### src/hdl/awsd_pkg.sv
// Shared types and constants for the ADC window switch debounce block.
package awsd_pkg;

    localparam int SAMPLE_W  = 12;
    localparam int PART_W    = SAMPLE_W + 1;
    localparam int SUM_W     = 15;
    localparam int NUM_IN    = 8;
    localparam int NUM_LANES = NUM_IN / 2;
    localparam int CFG_IDX_W = 3;

    // Switch class codes
    typedef enum logic [1:0] {
        CLASS_INDET = 2'd0,
        CLASS_CLOSE = 2'd1,
        CLASS_OPEN  = 2'd2,
        CLASS_NONE  = 2'd3
    } class_t;

    // Configuration register indexes
    localparam logic [CFG_IDX_W-1:0] REG_CLOSE_LOW  = 3'd0;
    localparam logic [CFG_IDX_W-1:0] REG_CLOSE_HIGH = 3'd1;
    localparam logic [CFG_IDX_W-1:0] REG_OPEN_LOW   = 3'd2;
    localparam logic [CFG_IDX_W-1:0] REG_OPEN_HIGH  = 3'd3;
    localparam logic [CFG_IDX_W-1:0] REG_NONE_LOW   = 3'd4;

    // Threshold reset values in raw-sum units
    localparam logic [SUM_W-1:0] CLOSE_LOW_RST  = 15'd6365;
    localparam logic [SUM_W-1:0] CLOSE_HIGH_RST = 15'd10821;
    localparam logic [SUM_W-1:0] OPEN_LOW_RST   = 15'd11457;
    localparam logic [SUM_W-1:0] OPEN_HIGH_RST  = 15'd15913;
    localparam logic [SUM_W-1:0] NONE_LOW_RST   = 15'd28007;

    // Window thresholds handed to the merge stage
    typedef struct packed {
        logic [SUM_W-1:0] close_low;
        logic [SUM_W-1:0] close_high;
        logic [SUM_W-1:0] open_low;
        logic [SUM_W-1:0] open_high;
        logic [SUM_W-1:0] none_low;
    } thresh_t;

endpackage

### src/hdl/awsd_lane.sv
// One summing lane: adds a pair of samples, dropping samples past the reading length.
module awsd_lane
    import awsd_pkg::*;
#(
    parameter int LANE    = 0,
    parameter int SAMPLES = 8
)
(
    input  logic [SAMPLE_W-1:0] sample_a,
    input  logic [SAMPLE_W-1:0] sample_b,
    output logic [PART_W-1:0]   part_sum
);

    localparam bit USE_A = (2 * LANE) < SAMPLES;
    localparam bit USE_B = (2 * LANE + 1) < SAMPLES;

    logic [SAMPLE_W-1:0] a_masked;
    logic [SAMPLE_W-1:0] b_masked;

    // Mask unused samples
    assign a_masked = USE_A ? sample_a : '0;
    assign b_masked = USE_B ? sample_b : '0;

    assign part_sum = {1'b0, a_masked} + {1'b0, b_masked};

endmodule

### src/hdl/awsd_merge.sv
// Merge stage: adds lane partial sums and sorts the reading into a window class.
module awsd_merge
    import awsd_pkg::*;
(
    input  logic [PART_W-1:0] part_sum [NUM_LANES],
    input  thresh_t           thr,
    output class_t            cls
);

    logic [SUM_W-1:0] sum;
    logic             in_close;
    logic             in_open;
    logic             in_none;

    // Sum of the lane results (max 32760, fits 15 bits)
    always_comb
    begin
        sum = '0;
        for (int i = 0; i < NUM_LANES; i++)
        begin
            sum = sum + SUM_W'(part_sum[i]);
        end
    end

    // Window compares run side by side
    assign in_close = (sum > thr.close_low) && (sum < thr.close_high);
    assign in_open  = (sum > thr.open_low) && (sum < thr.open_high);
    assign in_none  = (sum > thr.none_low);

    // Priority: close, then open, then none
    always_comb
    begin
        if (in_close)
            cls = CLASS_CLOSE;
        else if (in_open)
            cls = CLASS_OPEN;
        else if (in_none)
            cls = CLASS_NONE;
        else
            cls = CLASS_INDET;
    end

endmodule

### src/hdl/adc_window_switch_debounce.sv
// Top level of the ADC window switch sense with two-reading debounce.
// Takes one reading of eight 12-bit samples per clock, sustained unless stalled,
// and returns one result per reading: the first stage sums sample pairs in four
// lanes, the second merges the lane sums, runs the window compares and updates
// the debounce state, whose result sits in an output register. The debounce state
// feedback lives entirely in the second stage. Thresholds must be written through
// the cfg port while no reading is in flight; the block leaves this to the user.
module adc_window_switch_debounce
    import awsd_pkg::*;
#(
    parameter int SAMPLES_PER_READING = 8
)
(
    input  logic                 clk,
    input  logic                 rst_n,

    input  logic                 in_valid,
    output logic                 in_stall,
    input  logic [SAMPLE_W-1:0]  sample_0,
    input  logic [SAMPLE_W-1:0]  sample_1,
    input  logic [SAMPLE_W-1:0]  sample_2,
    input  logic [SAMPLE_W-1:0]  sample_3,
    input  logic [SAMPLE_W-1:0]  sample_4,
    input  logic [SAMPLE_W-1:0]  sample_5,
    input  logic [SAMPLE_W-1:0]  sample_6,
    input  logic [SAMPLE_W-1:0]  sample_7,

    output logic                 out_valid,
    input  logic                 out_stall,
    output logic [1:0]           reading_class,
    output logic [1:0]           debounced_state,
    output logic                 committed,

    input  logic                 cfg_valid,
    output logic                 cfg_ready,
    input  logic [CFG_IDX_W-1:0] cfg_index,
    input  logic [SUM_W-1:0]     cfg_data
);

    logic [SAMPLE_W-1:0] samples [NUM_IN];
    logic [PART_W-1:0]   part_comb [NUM_LANES];
    logic [PART_W-1:0]   part_reg  [NUM_LANES];
    logic                s1_valid_reg;
    logic                s1_move;
    logic                in_take;

    thresh_t             thr_reg;
    class_t              cls;
    logic                commit;
    class_t              pending_reg;
    class_t              pending_next;
    class_t              stable_reg;
    class_t              stable_next;

    logic                out_valid_reg;
    class_t              out_class_reg;
    class_t              out_state_reg;
    logic                out_commit_reg;

    assign samples[0] = sample_0;
    assign samples[1] = sample_1;
    assign samples[2] = sample_2;
    assign samples[3] = sample_3;
    assign samples[4] = sample_4;
    assign samples[5] = sample_5;
    assign samples[6] = sample_6;
    assign samples[7] = sample_7;

    // Handshake: stage 1 drains into the output register when that is free or taken
    assign s1_move  = !out_valid_reg || !out_stall;
    assign in_stall = s1_valid_reg && !s1_move;
    assign in_take  = in_valid && !in_stall;

    // Configuration registers
    assign cfg_ready = 1'b1;

    always_ff @(posedge clk or negedge rst_n)
    begin
        if (!rst_n)
        begin
            thr_reg.close_low  <= CLOSE_LOW_RST;
            thr_reg.close_high <= CLOSE_HIGH_RST;
            thr_reg.open_low   <= OPEN_LOW_RST;
            thr_reg.open_high  <= OPEN_HIGH_RST;
            thr_reg.none_low   <= NONE_LOW_RST;
        end
        else if (cfg_valid && cfg_ready)
        begin
            case (cfg_index)
                REG_CLOSE_LOW:  thr_reg.close_low  <= cfg_data;
                REG_CLOSE_HIGH: thr_reg.close_high <= cfg_data;
                REG_OPEN_LOW:   thr_reg.open_low   <= cfg_data;
                REG_OPEN_HIGH:  thr_reg.open_high  <= cfg_data;
                REG_NONE_LOW:   thr_reg.none_low   <= cfg_data;
                default:        ;
            endcase
        end
    end

    // Summing lanes
    for (genvar g = 0; g < NUM_LANES; g++)
    begin : g_lane
        awsd_lane #(
            .LANE    (g),
            .SAMPLES (SAMPLES_PER_READING)
        ) u_lane (
            .sample_a (samples[2*g]),
            .sample_b (samples[2*g+1]),
            .part_sum (part_comb[g])
        );
    end

    // Stage 1 valid
    always_ff @(posedge clk or negedge rst_n)
    begin
        if (!rst_n)
            s1_valid_reg <= 1'b0;
        else if (!in_stall)
            s1_valid_reg <= in_valid;
    end

    // Stage 1 payload
    always_ff @(posedge clk)
    begin
        if (in_take)
            part_reg <= part_comb;
    end

    // Merge and classify
    awsd_merge u_merge (
        .part_sum (part_reg),
        .thr      (thr_reg),
        .cls      (cls)
    );

    // Debounce update
    assign commit = (cls == CLASS_INDET) || (cls == pending_reg);

    always_comb
    begin
        pending_next = pending_reg;
        stable_next  = stable_reg;
        if (s1_valid_reg && s1_move)
        begin
            if (commit)
            begin
                stable_next  = cls;
                pending_next = CLASS_INDET;
            end
            else
            begin
                pending_next = cls;
            end
        end
    end

    always_ff @(posedge clk or negedge rst_n)
    begin
        if (!rst_n)
        begin
            pending_reg <= CLASS_INDET;
            stable_reg  <= CLASS_INDET;
        end
        else
        begin
            pending_reg <= pending_next;
            stable_reg  <= stable_next;
        end
    end

    // Output register valid
    always_ff @(posedge clk or negedge rst_n)
    begin
        if (!rst_n)
            out_valid_reg <= 1'b0;
        else if (s1_move)
            out_valid_reg <= s1_valid_reg;
    end

    // Output register payload
    always_ff @(posedge clk)
    begin
        if (s1_valid_reg && s1_move)
        begin
            out_class_reg  <= cls;
            out_state_reg  <= stable_next;
            out_commit_reg <= commit;
        end
    end

    assign out_valid       = out_valid_reg;
    assign reading_class   = out_class_reg;
    assign debounced_state = out_state_reg;
    assign committed       = out_commit_reg;

endmodule
### config.mk
export PLATFORM = sky130hd
export DESIGN_NAME = adc_window_switch_debounce
export DESIGN_NICKNAME = d
export VERILOG_FILES = /design/src/hdl/awsd_pkg.sv /design/src/hdl/awsd_lane.sv /design/src/hdl/awsd_merge.sv /design/src/hdl/adc_window_switch_debounce.sv
export SDC_FILE = /design/constraint.sdc
export NUM_CORES = 1
export LEC_CHECK = 0
export BUFFER_PORTS_ARGS = -buffer_cell sky130_fd_sc_hd__buf_2
export CAP_MARGIN = 15
export CORE_ASPECT_RATIO = 1.4
export CORE_MARGIN = 2
export CORE_UTILIZATION = 59
export DETAILED_ROUTE_END_ITERATION = 10
export PLACE_DENSITY = 0.81
export SLEW_MARGIN = 20
export SYNTH_ARGS = -nofsm -noshare
export SYNTH_HDL_FRONTEND = slang
export SYNTH_SLANG_ARGS = --single-unit
### constraint.sdc
create_clock -name clk -period 6.85 [get_ports clk]
set_clock_uncertainty 0.2 [all_clocks]
set_input_delay 0.685 -clock clk [delete_from_list [all_inputs] [get_ports clk]]
set_output_delay 0.685 -clock clk [all_outputs]
set_load 0.02 [all_outputs]
After elaboration in Yosys (flattened, before gate mapping)
Index checks and enable logic that the tools add are counted.
{ "word_totals": {"inputBits": 119, "wordCells": 57, "out_inout_bits": 8, "reg_bits": 138} }
{ "classes": {"n_reduce_logical": 18, "mux": 6, "magnitude_cmp": 5, "n_addsub": 7, "n_eq_ne": 5} }
{ "op_table": {"columns": ["operator", "count"], "rows": [
  ["$add A12 B12 Y13", 4],
  ["$gt A15 B15 Y1", 3],
  ["$add A15 B13 Y15", 2],
  ["$lt A15 B15 Y1", 2],
  ["$add A13 B13 Y14", 1],
  ["$mux W2", 6],
  ["$reduce_and A2 Y1", 5],
  ["$eq A3 B2 Y1 const B", 2],
  ["$logic_and A1 B1 Y1", 5],
  ["$logic_not A1 Y1", 4],
  ["$eq A3 B1 Y1 const B", 1],
  ["$eq A3 B3 Y1 const B", 1],
  ["$logic_not A3 Y1", 1],
  ["$eq A2 B2 Y1", 1],
  ["$logic_not A2 Y1", 1],
  ["$logic_or A1 B1 Y1", 2]
]} }

Depth between registers and ports, before layout
{ "depth": {"ltp_word": 11, "mapped_depth": 27, "depth_no_buf": 26} }

Modules after synthesis
From an unflattened synthesis, not the netlist that was laid out.
{ "unflattened": {"cells_unflattened": 1010, "area_unflattened_um2": 10709.0} }
{ "modules_own_cells": {"columns": ["mod", "seq_area_each_um2", "instances", "area_per_inst_um2", "cells_per_inst"], "rows": [
  ["adc_window_switch_debounce", 3786.1, 1, 5012.3, 261],
  ["awsd_merge", 0.0, 1, 3184.3, 419],
  ["awsd_lane (g_lane[0].u_lane ...)", 0.0, 2, 628.1, 82],
  ["awsd_lane (g_lane[2].u_lane ...)", 0.0, 2, 628.1, 83]
]} }

Least setup slack after synthesis
OpenSTA, ideal clock, no wires.
{ "synth_timing": {"path_type": "flip-flop to flip-flop", "startpoint": "register part_reg[26] (netlist name)", "endpoint": "register out_state_reg[0] (netlist: debounced_state[0]), data pin", "t_required_ns": 6.367, "path_stages_with_launch": 26, "setup_ns": 0.283, "slack_ns": 0.879, "arrival_ns": 5.489, "n_path_buf": 0, "synth_period_minus_slack_ns": 5.971, "path_cell_list": "edfxtp_1 > ha_1 > fa_1 > a21o_1 > a21oi_1 > nor2b_1 > o211ai_1 > nand2_1 > a21oi_1 > xor2_1 > fa_1 > inv_1 > ha_1 > nand3_1 > a21oi_1 > a311oi_1 > a211o_1 > o21ai_0 > ha_1 > and4_1 > and2_1 > a221o_1 > a211oi_2 > nor2_1 > o31ai_1 > o221ai_1"} }
{ "synth_between": {"elab_chain_cells": 11, "word_cells_on_any_way": 18, "cone_classes": "3 x add/sub; 5 x order compare; 1 x eq/ne; 5 x mux; 4 x reduce/logical"} }
{ "synth_lines": {"columns": ["element", "line_no", "rtl"], "rows": [
  ["from (decl)", "adc_window_switch_debounce.sv:42", "logic [PART_W-1:0] part_reg [NUM_LANES];"],
  ["from (signal assigned)", "adc_window_switch_debounce.sv:126", "part_reg <= part_comb;"],
  ["$add A13 B13 Y14 *", "awsd_merge.sv:21", "sum = sum + SUM_W'(part_sum[i]);"],
  ["$add A15 B13 Y15 * (2 in series)", "awsd_merge.sv:21", null],
  ["$gt A15 B15 Y1, or another cell as far along", "awsd_merge.sv:28", "assign in_none = (sum > thr.none_low);"],
  ["$mux W2 or $logic_and A1 B1 Y1 (tied branches)", "awsd_merge.sv:37, awsd_merge.sv:27", null],
  ["$mux W2", "awsd_merge.sv:35", "else if (in_open)"],
  ["$mux W2 *", "awsd_merge.sv:33", "if (in_close)"],
  ["$eq A2 B2 Y1 or $logic_not A2 Y1 (tied branches)", "adc_window_switch_debounce.sv:137", "assign commit = (cls == CLASS_INDET) || (cls == pending_reg);"],
  ["$logic_or A1 B1 Y1", "adc_window_switch_debounce.sv:137", null],
  ["$mux W2 *", "adc_window_switch_debounce.sv:145", "if (commit)"],
  ["$mux W2 *", "adc_window_switch_debounce.sv:143", "if (s1_valid_reg && s1_move)"],
  ["named net stable_next[0]", "adc_window_switch_debounce.sv:53", "class_t stable_next;"],
  ["to (signal assigned)", "adc_window_switch_debounce.sv:186", "out_state_reg <= stable_next;"],
  ["to (decl)", "adc_window_switch_debounce.sv:57", "class_t out_state_reg;"]
]} }
Mark *: on every way through the listed nets, which the timed path passes. The rest lies on a longest branch.
A chain may end at the register's enable or synchronous reset.

Worst setup path in the final report
{ "layout_timing": {"startpoint": "register part_reg[27] (netlist name)", "endpoint": "register out_state_reg[0] (netlist: debounced_state[0]), data pin"} }
The elaborated chain is that of the path after synthesis.

==> metrics.md <==
| Metric | Value |
|---|---|
| Die Footprint | `0.0179 mm²` |
| DRC | `0` |
| Synth unique cells | `62` |
| Power Density | `542 mW/mm²` |
| Setup TNS | `0 ns` |
| Sw Ratio | `0.440` |
| Fin crit share | `0.954` |
| Routed vias | `7639` |
| DRT Pass-1 Iters | `5` |
| Layout cells sized above 1 | `0.207` |
| Worst hold path type | `input port to asynchronous set/reset pin` |
| Fill cells | `1251` |
| Initial core utilization | `0.599` |
| Vias in the first global route | `7832` |
| # setup viols final | `0` |
| Tot GR Track Use | `0.253` |
| XOR/XNOR Fraction of Synth Area | `0.0537` |
| Status | `finished, final reports clean` |
| Clk buf depth | `2` |
| Synthesized area | `0.00994 mm²` |
| CP startpoint kind | `flop` |
| Met2 Use GR | `0.496` |
| Leak | `5.60 nW` |
| Main combinational cell family by area after synthesis | `adder cells` |
| Crit path buffers/inverters | `2` |
| Placed Cells | `1334` |
| Crit. End Element | `flop` |
| Sink Count | `138` |
| Area share of and/or/nand/nor cells after synthesis | `0.105` |
| Yosys warns | `0` |
| Final WL | `21800 µm` |
| GP Congestion | `0.863` |
| Root Buffer | `clkbuf_16` |
| Syn_area_per_cell | `9.78 µm²` |
| Antenna viol nets, final | `0` |
| Sequential element share of the synthesized area | `0.381` |
| Vias per cell | `5.59` |
| Max Freq | `153 MHz` |
| Row count | `56` |
| Minimum hold slack | `0.0837 ns` |
| Required time worst endpoint | `6.79 ns` |
| Max reg flops | `75` |
| Adder-cell share of the synthesized area | `0.223` |
| Cts bufs inserted | `17` |
| Ys async rst share | `0.587` |
| CTS tree | `built` |
| Total grt overflow | `0` |
| Sequential Power Share | `0.187` |
| GR Layer Usage met3 | `0.0421` |
| Worst-Skew Late Latency | `0.43 ns` |
| Syn_nets | `1301` |
| Fin. Hold Viols | `0` |
| Slew Limit Fails | `0` |
| First-pass GRT wire length | `35300 µm` |
| #FFs+latches synth | `138` |
| Combinational Power Share | `0.651` |
| Slowest cell on crit path | `or4_4` |
| EDFF count, synth | `57` |
| Multiplexer area fraction after synthesis | `0.0215` |
| Largest net degree at the start of global routing | `82` |
| Most used routing layer | `met2` |
| Initial drt markers | `370` |
| Mapped Cells | `1016` |
| CP most frequent cell | `ha_1` |
| N_diodes | `0` |
| Final HPWL DP | `16600 µm` |
| Worst-case reg-to-reg path depth | `27` |
| # IOs | `127` |
| Die X | `114 µm` |
| Hold_buf cts | `0` |
| Clk slew on worst S/H paths | `0.06 ns` |
| Clock Power Share | `0.162` |
| Reg2Reg Setup Slack | `0.32 ns` |
| Peak fanout along the critical path | `9` |
| GR met1 Demand/Resource | `0.258` |
| Height of the chip | `158 µm` |
| Max-Cap Viols | `0` |
| Compound-cell area share of the yosys netlist | `0.150` |
| R2r endpoint | `debounced_state[0]` |
| RR Startpoint | `part_reg[27]` |
| Cell-internal power | `3.50 mW` |
| CP peak stage delay | `0.58 ns` |
| Synth-to-Final Area Change | `15.9%` |
| Maximum vdd drop | `0.000315 V` |
| Commonest non-fill, non-tap cell in the layout | `inv_1` |
| H-tree depth | `4` |
| Routed wire per std cell | `16.0 µm` |
| Slew Limit Headroom | `0.316` |
| Min Tclk post-route | `6.53 ns` |
| Final cell count without fillers | `1367` |
| Crit Path Class | `flop to flop` |
| Most frequent cells in the layout | `inv_1 (157), ha_1 (147), buf_2 (124)` |
| Sw power | `2.75 mW` |
| Post-synth top flop | `edfxtp_1` |
| Data arrival, critical path | `6.47 ns` |
| Critical path's top delay family | `compound AO/OA/AOI/OAI gates` |
| Core Area | `0.0166 mm²` |
| Total Nets Final | `1436` |
| Port-buffer cells | `125` |
| RSZ-0062 raised after global routing | `no` |
| Initial antenna violation count | `0` |
| Worst-margin pin slew | `1.03 ns` |
==> worst max-delay path by stage <==
| stage | start | endpoint | cells past startpoint |
|---|---|---|---|
| after floorplan | part_reg[26] | debounced_state[0] | 25 |
| after global placement | part_reg[26] | debounced_state[0] | 25 |
| after detailed placement | part_reg[26] | debounced_state[0] | 25 |
| after CTS | part_reg[26] | debounced_state[0] | 25 |
| after global routing | part_reg[26] | debounced_state[0] | 25 |
| final | part_reg[27] | debounced_state[0] | 27 |
==> repair_timing <==
| action | 4_1_cts | 5_1_grt |
|---|---|---|
| buffers inserted | 0 | 1 |
| gates resized for setup | 0 | 10 |
| setup endpoints to repair | 0 | 5 |
==> metal layers <==
layer / share of wire / up-vias
li1: - / 3782
met1: 0.39 / 3609
met2: 0.54 / 204
met3: 0.034 / 44
met4: 0.034 / 0
met5: 0 / -
==> area by class of cell <==
type                    instances  area [µm²]  share of cell area
repair buffers                131         677              0.0588
flip-flops and latches        138        3790               0.329
well taps                     203         254              0.0220
multi-input cells             706        5570               0.483
inverters                     157         589              0.0512
clock buffers                  18         429              0.0373
clock inverters                14         216              0.0188
==> per-stage QoR <==
| stage | power (mW) | util | setup WS, ns | area (µm²) |
|---|---|---|---|---|
| floorplan | 4.04 | - | 0.879 | 9940 |
| global placement | 4.86 | 0.651 | 0.429 | 10800 |
| detailed placement | 5.01 | 0.651 | 0.279 | 10800 |
| CTS | 6.10 | 0.689 | 0.244 | 11400 |
| global route | 6.83 | 0.694 | 0.00923 | 11500 |
| finish | 6.25 | 0.694 | 0.317 | 11500 |
==> power groups by stage <==
stage / sequential (mW) / combinational [mW] / clock, mW
finish: 1.17 / 4.07 / 1.01
floorplan: 1.19 / 2.85 / 0
detailed placement: 1.18 / 3.83 / 0
CTS: 1.17 / 3.91 / 1.02
global route: 1.18 / 4.58 / 1.06
global placement: 1.18 / 3.69 / 0
==> cell families (layout without fill, tap and decap cells) <==
group | Yosys count | in the layout
AO/OA/AOI/OAI | 241 | 241
AND/OR/NAND/NOR | 218 | 218
buffers and inverters | 172 | 320
adder cells (fa/ha/maj) | 166 | 166
flip-flops | 138 | 138
XOR/XNOR | 61 | 61
multiplexers | 19 | 19
other | 1 | 1
==> worst register-to-register path: stages, from the launching register on <==
cell      delay, ns
edfxtp_1       0.42
ha_1           0.32
a21o_1         0.16
a21oi_1        0.21
nor2b_1        0.09
o211ai_1       0.17
nand2_1        0.13
a41oi_1        0.30
nand2b_1       0.10
xnor2_1        0.15
fa_1           0.50
inv_1          0.04
ha_1           0.35
and2_1         0.18
o21ai_0        0.13
o21ai_0        0.14
o41ai_1        0.40
xnor2_1        0.16
buf_4          0.18
ha_1           0.29
nand3_1        0.10
nor2_1         0.11
nand2_1        0.07
o211a_1        0.21
or4_4          0.58
and2_4         0.18
a32oi_1        0.19
o221ai_1       0.18
==> Yosys cell counts, types with 19 or more instances <==
| library cell | instances | area, µm² |
|---|---|---|
| a21o_1 | 32 | 240 |
| a21oi_1 | 59 | 295 |
| dfrtp_1 | 43 | 1080 |
| dfstp_2 | 38 | 998 |
| edfxtp_1 | 57 | 1710 |
| fa_1 | 19 | 380 |
| ha_1 | 147 | 1840 |
| inv_1 | 157 | 589 |
| mux2_2 | 19 | 214 |
| nand2_1 | 100 | 375 |
| nor2_1 | 28 | 105 |
| o21ai_0 | 87 | 435 |
| xnor2_1 | 44 | 385 |
Power figures use the tool's default switching activity.
